<file path="src/design/dprc_pkg.sv">
// shared types, constants and helpers for the debug packet receive check
// used by dprc_accum, dprc_verdict and debug_packet_receive_check
`default_nettype none

package dprc_pkg;

	localparam int unsigned MAX_CHUNK = 2046;
	localparam int unsigned CNT_W     = 11;

	localparam logic [7:0] CH_START = 8'h24;
	localparam logic [7:0] CH_HASH  = 8'h23;
	localparam logic [7:0] CH_COLON = 8'h3A;
	localparam logic [7:0] CH_BAD   = 8'hFF;

	localparam logic [CNT_W-1:0] CNT_MAX    = CNT_W'(MAX_CHUNK);
	localparam logic [CNT_W-1:0] CNT_MIN    = CNT_W'(4);
	localparam logic [CNT_W-1:0] CNT_SEQMIN = CNT_W'(7);

	localparam logic [2:0] OFS_PLAIN = 3'd1;
	localparam logic [2:0] OFS_SEQ   = 3'd4;

	localparam int unsigned OUT_BITS = 33;
	localparam int unsigned OUT_W    = ((OUT_BITS + 7) / 8) * 8;

	typedef struct packed {
		logic [CNT_W-1:0] count;
		logic [7:0]       sum;
		logic [7:0]       rec0;
		logic [7:0]       rec1;
		logic [7:0]       rec2;
		logic [7:0]       head0;
		logic [7:0]       head1;
		logic [7:0]       head2;
		logic [7:0]       head3;
		logic             ovf;
	} chunk_state_t;

	typedef struct packed {
		logic             too_long;
		logic [CNT_W-1:0] payload_length;
		logic [2:0]       payload_offset;
		logic [7:0]       seq_second;
		logic [7:0]       seq_first;
		logic             seq_present;
		logic             ack_good;
	} verdict_t;

	// hex digit value, all ones for anything else
	function automatic logic [7:0] digit_value(input logic [7:0] c);
		logic [7:0] v;
		v = CH_BAD;
		if (c >= 8'h61 && c <= 8'h66) v = c - 8'h61 + 8'd10;
		else if (c >= 8'h30 && c <= 8'h39) v = c - 8'h30;
		else if (c >= 8'h41 && c <= 8'h46) v = c - 8'h41 + 8'd10;
		return v;
	endfunction

endpackage

`default_nettype wire

</file>
<file path="src/design/dprc_accum.sv">
// per-chunk state: length count, running sum, last three bytes, head bytes
// depends on dprc_pkg
`default_nettype none

module dprc_accum (
	input  wire logic                  clk,
	input  wire logic                  arst_n,
	input  wire logic                  en,
	input  wire logic [7:0]            byte_in,
	input  wire logic                  last_in,
	output dprc_pkg::chunk_state_t     nxt
);
	import dprc_pkg::*;

	chunk_state_t cur_q;

	always_comb begin
		nxt = cur_q;
		if (cur_q.count >= CNT_MAX) begin
			nxt.ovf = 1'b1;
		end else begin
			unique case (cur_q.count)
				CNT_W'(0): nxt.head0 = byte_in;
				CNT_W'(1): nxt.head1 = byte_in;
				CNT_W'(2): nxt.head2 = byte_in;
				CNT_W'(3): nxt.head3 = byte_in;
				default: ;
			endcase
			if (cur_q.count != '0) nxt.sum = cur_q.sum + byte_in;
			nxt.rec0  = cur_q.rec1;
			nxt.rec1  = cur_q.rec2;
			nxt.rec2  = byte_in;
			nxt.count = cur_q.count + CNT_W'(1);
		end
	end

	// all state clears at reset; head bytes are kept across a chunk end
	always_ff @(posedge clk or negedge arst_n) begin
		if (!arst_n) begin
			cur_q.count <= '0;
			cur_q.sum   <= '0;
			cur_q.rec0  <= '0;
			cur_q.rec1  <= '0;
			cur_q.rec2  <= '0;
			cur_q.head0 <= '0;
			cur_q.head1 <= '0;
			cur_q.head2 <= '0;
			cur_q.head3 <= '0;
			cur_q.ovf   <= 1'b0;
		end else if (en) begin
			cur_q.head0 <= nxt.head0;
			cur_q.head1 <= nxt.head1;
			cur_q.head2 <= nxt.head2;
			cur_q.head3 <= nxt.head3;
			if (last_in) begin
				cur_q.count <= '0;
				cur_q.sum   <= '0;
				cur_q.rec0  <= '0;
				cur_q.rec1  <= '0;
				cur_q.rec2  <= '0;
				cur_q.ovf   <= 1'b0;
			end else begin
				cur_q.count <= nxt.count;
				cur_q.sum   <= nxt.sum;
				cur_q.rec0  <= nxt.rec0;
				cur_q.rec1  <= nxt.rec1;
				cur_q.rec2  <= nxt.rec2;
				cur_q.ovf   <= nxt.ovf;
			end
		end
	end

endmodule

`default_nettype wire

</file>
<file path="src/design/dprc_verdict.sv">
// framing and checksum verdict from the updated chunk state
// depends on dprc_pkg
`default_nettype none

module dprc_verdict (
	input  wire dprc_pkg::chunk_state_t st,
	output dprc_pkg::verdict_t          vd
);
	import dprc_pkg::*;

	logic [7:0] body;
	logic [7:0] want;
	logic [7:0] hi_v;
	logic [7:0] lo_v;
	logic       good;
	logic       seq;

	always_comb begin
		body = st.sum - st.rec0 - st.rec1 - st.rec2;
		hi_v = digit_value(st.rec1);
		lo_v = digit_value(st.rec2);
		want = {hi_v[3:0], 4'b0000} + lo_v;
		good = !st.ovf && (st.count >= CNT_MIN) && (st.head0 == CH_START)
			&& (st.rec0 == CH_HASH) && (body == want);
		seq  = good && (st.count >= CNT_SEQMIN) && (st.head3 == CH_COLON);

		vd.ack_good       = good;
		vd.seq_present    = seq;
		vd.seq_first      = seq ? st.head1 : 8'h00;
		vd.seq_second     = seq ? st.head2 : 8'h00;
		vd.payload_offset = seq ? OFS_SEQ : OFS_PLAIN;
		if (seq)       vd.payload_length = st.count - CNT_SEQMIN;
		else if (good) vd.payload_length = st.count - CNT_MIN;
		else           vd.payload_length = '0;
		vd.too_long       = st.ovf;
	end

endmodule

`default_nettype wire

</file>
<file path="src/design/debug_packet_receive_check.sv">
// a byte is registered in the input register on accept and processed from there; the verdict
// of a chunk's last byte is registered in the output register when that byte is processed
// throughput: one byte per cycle, set by the combinational sum and shift update;
// a last byte waits in the input register only while an earlier verdict is not taken
// reset: arst_n clears count, sum, recent and head bytes, overflow flag and both valid flags
// depends on dprc_pkg, dprc_accum, dprc_verdict
`default_nettype none

module debug_packet_receive_check (
	input  wire logic                       clk,
	input  wire logic                       arst_n,
	input  wire logic                       s_axis_tvalid,
	output logic                            s_axis_tready,
	input  wire logic [7:0]                 s_axis_tdata,  // rx_byte
	input  wire logic                       s_axis_tlast,  // end_of_read
	output logic                            m_axis_tvalid,
	input  wire logic                       m_axis_tready,
	// ack_good, seq_present, seq_first, seq_second, payload_offset, payload_length,
	// too_long, zero pad
	output logic [dprc_pkg::OUT_W-1:0]      m_axis_tdata
);
	import dprc_pkg::*;

	logic         valid_s1;
	logic [7:0]   byte_s1;
	logic         last_s1;
	logic         fire_s1;
	logic         out_valid_q;
	verdict_t     out_q;
	chunk_state_t nxt;
	verdict_t     vd;

	// a last byte needs a free result slot, other bytes move freely
	assign fire_s1       = valid_s1 && (!last_s1 || !out_valid_q || m_axis_tready);
	assign s_axis_tready = !valid_s1 || fire_s1;

	always_ff @(posedge clk or negedge arst_n) begin
		if (!arst_n) begin
			valid_s1 <= 1'b0;
		end else if (s_axis_tready) begin
			valid_s1 <= s_axis_tvalid;
		end
	end

	always_ff @(posedge clk) begin
		if (s_axis_tready && s_axis_tvalid) begin
			byte_s1 <= s_axis_tdata;
			last_s1 <= s_axis_tlast;
		end
	end

	dprc_accum u_accum (
		.clk     (clk),
		.arst_n  (arst_n),
		.en      (fire_s1),
		.byte_in (byte_s1),
		.last_in (last_s1),
		.nxt     (nxt)
	);

	dprc_verdict u_verdict (
		.st (nxt),
		.vd (vd)
	);

	always_ff @(posedge clk or negedge arst_n) begin
		if (!arst_n) begin
			out_valid_q <= 1'b0;
		end else if (fire_s1 && last_s1) begin
			out_valid_q <= 1'b1;
		end else if (m_axis_tready) begin
			out_valid_q <= 1'b0;
		end
	end

	always_ff @(posedge clk) begin
		if (fire_s1 && last_s1) out_q <= vd;
	end

	assign m_axis_tvalid = out_valid_q;
	assign m_axis_tdata  = OUT_W'(out_q);

endmodule

`default_nettype wire
</file>
<file path="config.mk">
export PLATFORM = sky130hd
export DESIGN_NAME = debug_packet_receive_check
export DESIGN_NICKNAME = d
export VERILOG_FILES = /design/src/design/dprc_pkg.sv /design/src/design/dprc_accum.sv /design/src/design/dprc_verdict.sv /design/src/design/debug_packet_receive_check.sv
export SDC_FILE = /design/constraint.sdc
export NUM_CORES = 1
export LEC_CHECK = 0
export BUFFER_PORTS_ARGS = -buffer_cell sky130_fd_sc_hd__clkbuf_2
export CAP_MARGIN = 20
export CORE_MARGIN = 3
export CORE_UTILIZATION = 45
export DETAILED_ROUTE_END_ITERATION = 16
export GPL_ROUTABILITY_DRIVEN = 1
export PLACE_DENSITY = 0.64
export SYNTH_ARGS = -nofsm -noshare
export SYNTH_HDL_FRONTEND = slang
export SYNTH_SLANG_ARGS = --single-unit
</file>
<file path="constraint.sdc">
create_clock -name clk -period 6.6 [get_ports clk]
set_input_delay 1.32 -clock clk [delete_from_list [all_inputs] [get_ports clk]]
set_output_delay 1.32 -clock clk [all_outputs]
set_load 0.02 [all_outputs]
</file>
# Yosys cells after proc, flatten, opt, wreduce, memory -nomap -nowiden
# Index checks and enable logic that the tools add are counted.
[classes]
muxes = 20
magnitude_cmp = 15
eq_ne = 7
add_sub_neg = 18
n_reduce_logical = 25
[ops]
columns = ["op", "count"]
rows = [
  ["75-bit two-way mux", 1],
  ["8-bit two-way mux", 8],
  ["43-bit two-way mux", 1],
  ["8-bit by 7-bit >= comparator with 1-bit output, second input constant", 4],
  ["8-bit by 7-bit <= comparator with 1-bit output, second input constant", 4],
  ["8-bit by 6-bit equality test with 1-bit output, second input constant", 3],
  ["8-bit subtractor", 3],
  ["11-bit by 2-bit equality test with 1-bit output, second input constant", 2],
  ["11-bit by 3-bit >= comparator with 1-bit output, second input constant", 2],
  ["11-bit two-way mux", 2],
  ["11-bit by 3-bit subtractor with 11-bit output, second input constant", 2],
  ["8-bit by 4-bit adder with 8-bit output, second input constant", 2],
  ["8-bit adder", 2],
  ["8-bit by 6-bit >= comparator with 1-bit output, second input constant", 2],
  ["8-bit by 6-bit <= comparator with 1-bit output, second input constant", 2],
  ["8-bit by 7-bit subtractor with 8-bit output, second input constant", 2],
  ["1-bit logical AND", 15],
  ["4-bit two-way mux", 3],
  ["4-bit by 1-bit subtractor with 4-bit output, second input constant", 3],
  ["11-bit by 1-bit adder with 11-bit output, second input constant", 1],
  ["11-bit by 1-bit equality test with 1-bit output, second input constant", 1],
  ["11-bit >= comparator, second input constant", 1],
  ["11-bit logical NOT", 1],
  ["11-bit nonzero test", 1],
  ["8 further kinds", 17],
]
[totals]
ff_bits = 120
wordCells = 106
input_bits = 13
out_inout_bits = 42

# Longest topological paths before layout
# Gate-level depths: netlist of the first run.
[depth]
depth_word = 14
ltp_mapped = 29
depth_no_buf = 24

# Cells and area by module
# Synthesis of the first run repeated with hierarchy kept, for this count alone.
[unflattened]
hier_cells = 844
hier_area_um2 = 8389.3
[modules_own_cells]
columns = ["module", "cells_each", "area_each_um2", "instances", "seq_area_each_um2"]
rows = [
  ["dprc_accum", 462, 4605.7, 1, 1901.8],
  ["dprc_verdict", 322, 2359.8, 1, 0.0],
  ["debug_packet_receive_check", 60, 1423.9, 1, 1311.3],
]

# Least setup slack after synthesis of the first run
# No wires, ideal clock.
[synth_path]
path_kind = "reg-to-reg"
startpoint = "register u_accum.cur_q[65] in the netlist's numbering"
endpoint = "register out_q, in the netlist m_axis_tdata[21], data pin"
synth_period_minus_slack_ps = 5644
slack_ps = 956
arrival_time_ps = 5388
setup_time_ps = 256
stages_incl_launch_ff = 29
path_buffers = 5
required_ps = 6344
path_cell_list = "dfrtp_1 buf_2 inv_1 ha_1 o211a_1 nand4_1 buf_2 buf_1 mux2i_1 inv_1 ha_1 nand2b_1 o2111ai_1 nor3_1 a31o_2 nor2b_1 a21oi_1 ha_1 a21o_1 a21oi_1 xnor2_1 xnor2_1 xnor2_1 xnor2_1 xnor2_1 xor2_1 buf_2 buf_6 nor3_1"
[synth_lines]
columns = ["element", "line", "source"]
rows = [
  ["start, declared", "dprc_accum.sv:15", "chunk_state_t cur_q;"],
  ["end signal, assigned", "debug_packet_receive_check.sv:77", "if (fire_s1 && last_s1) out_q <= vd;"],
  ["end, declared", "debug_packet_receive_check.sv:29", "verdict_t out_q;"],
]

==> flow_summary.ini, run 1 <==
[routing]
post_drt_wl_per_cell_um = 19.0
drc = 0
antenna_left = 0
drt-initial-drc-count = 587
wl_mm = 19.2
firstDrtPassIters = 5
routed_via_density = 5.76
vias = 5840

[clock_network]
clk_latency_ps = 430
cts_tree = yes
cts_sinks = 118
root_buffer = clkbuf_16
ctsResizeCount = 0
cts_setup_buffers = 0
cts-htree-levels = 4
clockBufferDepth = 2
clkTransAtPathRegs_ps = 60
hold_buffers = 0
numCtsBuffers = 17

[timing]
timing.fmax_mhz = 175
final.setup.tns_ps = 0
slew_headroom_pct = 49.3
fin_crit_sh_pct = 86.7
finalSetupViolCount = 0
rsz0062_at_grt = no
hold_viol = 0
skew_ps = 13.4
worstMarginPinSlew_ps = 757
timing.hold.ws_ps = 488
layout_min_cycle_time_ps = 5720
finalMaxSlewViolations = 0

[setup_path]
crit_path_frequent_cell = xnor2_1
r2r_end = m_axis_tdata[18]$_DFFE_PP_
crit_slowest_cell = dfrtp_1
required_ps = 6770
crit-reg2reg-launch = u_accum.cur_q[65]$_DFFE_PN0P_
cp_num_cells = 24
path_cells = inv_1, ha_1, o211a_1, nand4_1, mux2i_1, inv_1, ha_1, nand2b_1, o2111ai_1, nor3_1, a31o_2, nor2b_1, a21oi_1, ha_1, a21o_1, a21oi_1, xnor2_1, xnor2_1, xnor2_1, xnor2_1, xnor2_1, xor2_2, buf_4, or3_1
critPathArrivalTime_ps = 5890
rrSetupSlack_ps = 880
critPathBufInv = 3
worstRegToRegCells = 24
end_kind = flop
critPathKind = flop to flop
crit_path_start = u_accum.cur_q[65]$_DFFE_PN0P_
start_kind = flop
cp_top_family = compound AO/OA/AOI/OAI gates
crit_fanout = 30
slowest_delay_ps = 530

[finish]
antenna_cells = 0
seqCellArea_um2 = 3150
nets = 844
multi_input_area_um2 = 4100
fillers = 1484
stdcell_area_um2 = 8620
drive_gt1_share_pct = 18.4
synthToLayoutAreaGrowth_pct = 12.7

[power_and_ir_drop]
intPower_mw = 2.14
power_density_nw_per_um2 = 425
peakVddDrop_mv = 0.456
switching_power_mw = 1.53
seq_power_share_pct = 28.3
p_sw_share_pct = 41.7
p_clk_share_pct = 25.2
combPwrFrac_pct = 46.5
p_leak_nw = 3.80

[synth]
ys_ff_latch = 118
synth_edf_count = 40
ys_warn_count = 0
ys_seq_area_share_pct = 41.2
synth_cells = 752
ys_types = 72
syn_avg_cell_area_um2 = 10.2
synthFlopType = dfrtp_1
syn_area_um2 = 7650
synthArstFlopShare_pct = 66.1

[run_status]
status = complete, no violations

[floorplanning]
io-pin-count = 55
start_util_pct = 46.1
rows = 47
die_w_um = 136
die_h_um = 136
core_region_area_um2 = 16600
dieArea_um2 = 18600

[global_route]
grtUsageMet3_pct = 4.96
grt_remaining_overflow = 0
grt_usage_pct = 21.7
grt_use_met2_pct = 33.5
first_global_vias = 5853
grt_pass1_wl_mm = 31.1
top_usage_layer = met2
antenna_found_initial = 1
met1_usage_pct = 30.1
grt_start_max_net_pins = 79

[placement]
place_hpwl_mm = 13.6
place.gp.congestion = 0.910
placed_area_um2 = 8000
io_buffers = 46

[hold_path]
hold_class = flop to flop
min_from = u_accum.cur_q[54]$_DFFE_PN0P_
hold-path-endpoint = u_accum.cur_q[54]$_DFFE_PN0P_
min_path_cells = 2

[flow_run]
maxCapViolCount = 0
==> cells in the mapped netlist, types with 23 or more instances <==
cell / n / area share [%]
nor4_1: 23 / 1.9
inv_1: 40 / 2.0
edfxtp_1: 40 / 16
dfrtp_1: 78 / 26
mux2i_1: 34 / 4.4
a21oi_1: 44 / 2.9
o21ai_0: 44 / 2.9
nor2_1: 41 / 2.0
clkbuf_1: 25 / 1.2
nand2_1: 66 / 3.2
ha_1: 37 / 6.1
mux2_2: 35 / 5.2
xnor2_1: 30 / 3.4
==> cells by family after synthesis <==
family | after synthesis | share of synthesized area, %
simple gates | 213 | 14.5
compound gates | 158 | 13.6
flops | 118 | 41.2
buf+inv | 96 | 5.72
mux | 71 | 10.2
fa+ha+maj | 50 | 9.45
xor+xnor | 45 | 5.33
other cells | 1 | 0.0490
==> per-stage QoR <==
| stage | utilization (%) | setup slack (ps) | instances | power [mW] |
|---|---|---|---|---|
| 2_1_floorplan | - | 956 | 759 | 2.37 |
| 3_3_place_gp | 48.2 | 1070 | 981 | 2.67 |
| 3_5_place_dp | 48.2 | 913 | 981 | 2.73 |
| 4_1_cts | 51.8 | 904 | 1013 | 3.68 |
| 5_1_grt | 52.0 | 372 | 1014 | 3.92 |
| 6_report | 52.0 | 881 | 1014 | 3.66 |
==> worst reg2reg max path: cells and delay by family, from the launching register on <==
family,cells,cell delay [ps]
compound gates,6,1280
xor+xnor,6,930
fa+ha+maj,3,770
buf+inv,3,550
flops,1,530
mux,1,370
simple gates,5,1020
==> cells in the final DEF (no fill, tap or decap), types with 3 or more instances in the layout <==
cell type  instances
fa_1              13
mux2_2            35
edfxtp_1          40
o31ai_1            4
a31oi_1            4
buf_4             13
and4_1             3
nor3_1            14
o22ai_1            4
nor2_1            40
nor4_1            23
clkinv_4           3
xor2_1            13
o21ai_0           44
nand2_1           66
xnor2_1           30
a311oi_1           3
ha_1              37
a22o_1            14
o21bai_1           4
conb_1             8
nor3_2             8
a21oi_1           44
clkbuf_2          45
inv_6              4
dfrtp_1           78
and3_1             6
mux2i_1           34
nand2b_1           8
inv_1             40
and2_1             7
a21o_1             5
nand3_1           10
clkbuf_16         19
or3_1              6
a211oi_1           4
nand4_1            5
==> final cells by class <==
type                            instances  area share [%]
Clock buffer                           20            5.56
Clock inverter                         12            1.34
Inverter                               40            1.74
Multi-Input combinational cell        545            47.5
Sequential cell                       118            36.6
Tap cell                              220            3.19
Timing Repair Buffer                   59            4.06
==> layer usage <==
layer / vias up / share of wire (%) / wire, um
li1: 2743 / - / -
met1: 2892 / 47 / 9050
met2: 176 / 46 / 8890
met3: 27 / 5.1 / 983
met4: 2 / 1.6 / 306
met5: - / 0.068 / 13
==> power by group through the flow <==
stage / Sequential, mW / Clock (mW) / Combinational (mW)
after floorplan: 0.993 / 0 / 1.37
after global placement: 1.03 / 0 / 1.64
after detailed placement: 1.05 / 0 / 1.69
after CTS: 1.03 / 0.943 / 1.70
after global routing: 1.06 / 0.975 / 1.89
final: 1.04 / 0.925 / 1.70
==> registers in the layout, summed over array words and instances (netlist names) <==
| name | flops |
|---|---|
| byte_s1 | 8 |
| u_accum.cur_q | 76 |
| m_axis_tdata | 31 |
| valid_s1 | 1 |
| m_axis_tvalid | 1 |
| last_s1 | 1 |
==> worst max-delay path by stage <==
stage,to,slack (ps)
2_1_floorplan,m_axis_tdata[21]$_DFFE_PP_,960
3_3_place_gp,m_axis_tdata[18]$_DFFE_PP_,1070
4_1_cts,m_axis_tdata[18]$_DFFE_PP_,900
5_1_grt,m_axis_tdata[18]$_DFFE_PP_,370
6_report,m_axis_tdata[18]$_DFFE_PP_,880
3_5_place_dp,m_axis_tdata[18]$_DFFE_PP_,910
Power figures use the tool's default switching activity.
==> run 2, diff against run 1 <==
==> constraint.sdc (replaced) <==
create_clock -name clk -period 7.1 [get_ports clk]
set_input_delay 1.42 -clock clk [delete_from_list [all_inputs] [get_ports clk]]
set_output_delay 1.42 -clock clk [all_outputs]
set_load 0.05 [all_outputs]
==> run 2 against run 1 <==
  * Power decreased by 4.7%
  * Routed wire length rose by 1.4%
  * Worst setup slack better by 130 ps
  * Die area stayed put
  * Flip-flop and latch count unchanged
  * Sequential power down 8%
  * Register-to-register slack improved by 130 ps
  * Global-route usage increased by 0.30 points
  * Core utilization grew 0.19 points
  * Clock power shrank 2%
  * Worst hold slack got worse by 0.81 ps
  * Largest power group unchanged
  * Cell area increased by 0.36%
==> flow_summary.ini, run 2 (same netlist as run 1, synthesis figures left out) <==
[run_status]
status = complete, no violations

[placement]
place_hpwl_mm = 13.9
place.gp.congestion = 0.920
placed_area_um2 = 7980
io_buffers = 46

[finish]
multi_input_area_um2 = 4100
antenna_cells = 0
drive_gt1_share_pct = 18.3
synthToLayoutAreaGrowth_pct = 13.1
fin_util_pct = 52.2
largest-register = u_accum.cur_q
seqCellArea_um2 = 3150
stdcell_area_um2 = 8650
largest_reg_flops = 76
nets = 842
final_cell_mix = dfrtp_1, nand2_1, clkbuf_2
layout_commonest_cell = dfrtp_1
fillers = 1533

[timing]
fin_crit_sh_pct = 85.7
hold_viol = 0
skew_ps = 15.3
finalSetupViolCount = 0
final.setup.tns_ps = 0
worstMarginPinSlew_ps = 788
timing.fmax_mhz = 164
finalMaxSlewViolations = 0
layout_min_cycle_time_ps = 6090
slew_headroom_pct = 47.3
rsz0062_at_grt = no

[routing]
drc = 0
wl_mm = 19.5
firstDrtPassIters = 5
antenna_left = 0
vias = 5837
drt-initial-drc-count = 420
routed_via_density = 5.77
post_drt_wl_per_cell_um = 19.3

[global_route]
antenna_found_initial = 0
first_global_vias = 5783
grt_pass1_wl_mm = 31.4
grt_remaining_overflow = 0
grt_start_max_net_pins = 79
grt_usage_pct = 22.0

[power_and_ir_drop]
power_density_nw_per_um2 = 404
p_total_mw = 3.49
peakVddDrop_mv = 0.322
p_leak_nw = 3.82

[clock_network]
hold_buffers = 0
clkTransAtPathRegs_ps = 60
root_buffer = clkbuf_16
cts_sinks = 118
cts-htree-levels = 4
ctsResizeCount = 0
numCtsBuffers = 17
clk_latency_ps = 430
cts_setup_buffers = 0
clockBufferDepth = 2
cts_tree = yes

[setup_path]
required_ps = 7250
critPathArrivalTime_ps = 6240
critPathKind = flop to flop
end_kind = flop
crit_fanout = 31
start_kind = flop

[hold_path]
hold_class = flop to flop

[floorplanning]
die_h_um = 136
dieArea_um2 = 18600
rows = 47
start_util_pct = 46.1
core_region_area_um2 = 16600
io-pin-count = 55
die_w_um = 136

[flow_run]
maxCapViolCount = 0
-- run 2: cell count changes in the layout (fill, tap and decap cells not counted), moves of 2 or more --
| cell | previous run | this run |
|---|---|---|
| buf_4 | 13 | 11 |
| clkbuf_16 | 19 | 22 |
| clkinv_2 | 2 | 0 |
| inv_6 | 4 | 6 |
-- run 2: per-stage QoR --
| step | hold WS (ps) | std cells | setup slack, ps |
|---|---|---|---|
| 2_1_floorplan | 450 | 759 | 1460 |
| 3_3_place_gp | 470 | 979 | 1210 |
| 3_5_place_dp | 478 | 979 | 1050 |
| 4_1_cts | 494 | 1011 | 1030 |
| 5_1_grt | 510 | 1012 | 500 |
| 6_report | 487 | 1012 | 1010 |
-- run 2: worst paths after layout --
| kind | start | end | slack (ps) | depth (start not counted) |
|---|---|---|---|---|
| max in group asynchronous | arst_n | u_accum.cur_q[29]$_DFFE_PN0P_ | 5610 | 2 |
| setup reg to reg | u_accum.cur_q[65]$_DFFE_PN0P_ | m_axis_tdata[28]$_DFFE_PP_ | 1010 | 24 |
| setup / recovery | u_accum.cur_q[65]$_DFFE_PN0P_ | m_axis_tdata[28]$_DFFE_PP_ | 1010 | 24 |
| min in group asynchronous | arst_n | u_accum.cur_q[44]$_DFFE_PN0P_ | 880 | 1 |
| hold reg to reg | u_accum.cur_q[54]$_DFFE_PN0P_ | u_accum.cur_q[54]$_DFFE_PN0P_ | 490 | 2 |
| hold / removal | u_accum.cur_q[54]$_DFFE_PN0P_ | u_accum.cur_q[54]$_DFFE_PN0P_ | 490 | 2 |
-- run 2: routing by layer --
metal	vias to the layer above	global-route usage [%]	part of all wire [%]
met3	33	4.40	5.1
met2	171	35.8	48
met1	2894	29.5	45
met4	0	7.00	1.9
li1	2739	-	-
met5	-	0	0
-- run 2: power by group --
part / total [mW] / internal [mW] / switching [mW]
clock network: 0.911 / 0.563 / 0.349
registers: 0.961 / 0.842 / 0.119
logic: 1.62 / 0.649 / 0.971
-- run 2: worst max-delay path, stage by stage (launching register included) --
cell	delay (ps)
dfrtp_1	530
inv_1	130
ha_1	240
o211a_1	270
nand4_1	150
buf_4	390
mux2i_1	410
inv_1	150
ha_1	230
a211oi_1	250
nor3_1	80
a31o_2	250
nor2b_1	130
a21oi_1	230
ha_1	280
a21o_1	160
a21oi_1	190
xnor2_1	170
xnor2_1	160
xnor2_1	150
xnor2_1	110
xnor2_1	290
xor2_2	460
buf_4	320
nor3_1	90
-- run 2: area by class of cell --
type                            count  share of cell area [%]
Clock buffer                       22                    6.36
Clock inverter                     10                    1.04
Inverter                           40                    1.74
Multi-Input combinational cell    545                    47.4
Sequential cell                   118                    36.4
Tap cell                          220                    3.18
Timing Repair Buffer               57                    3.88
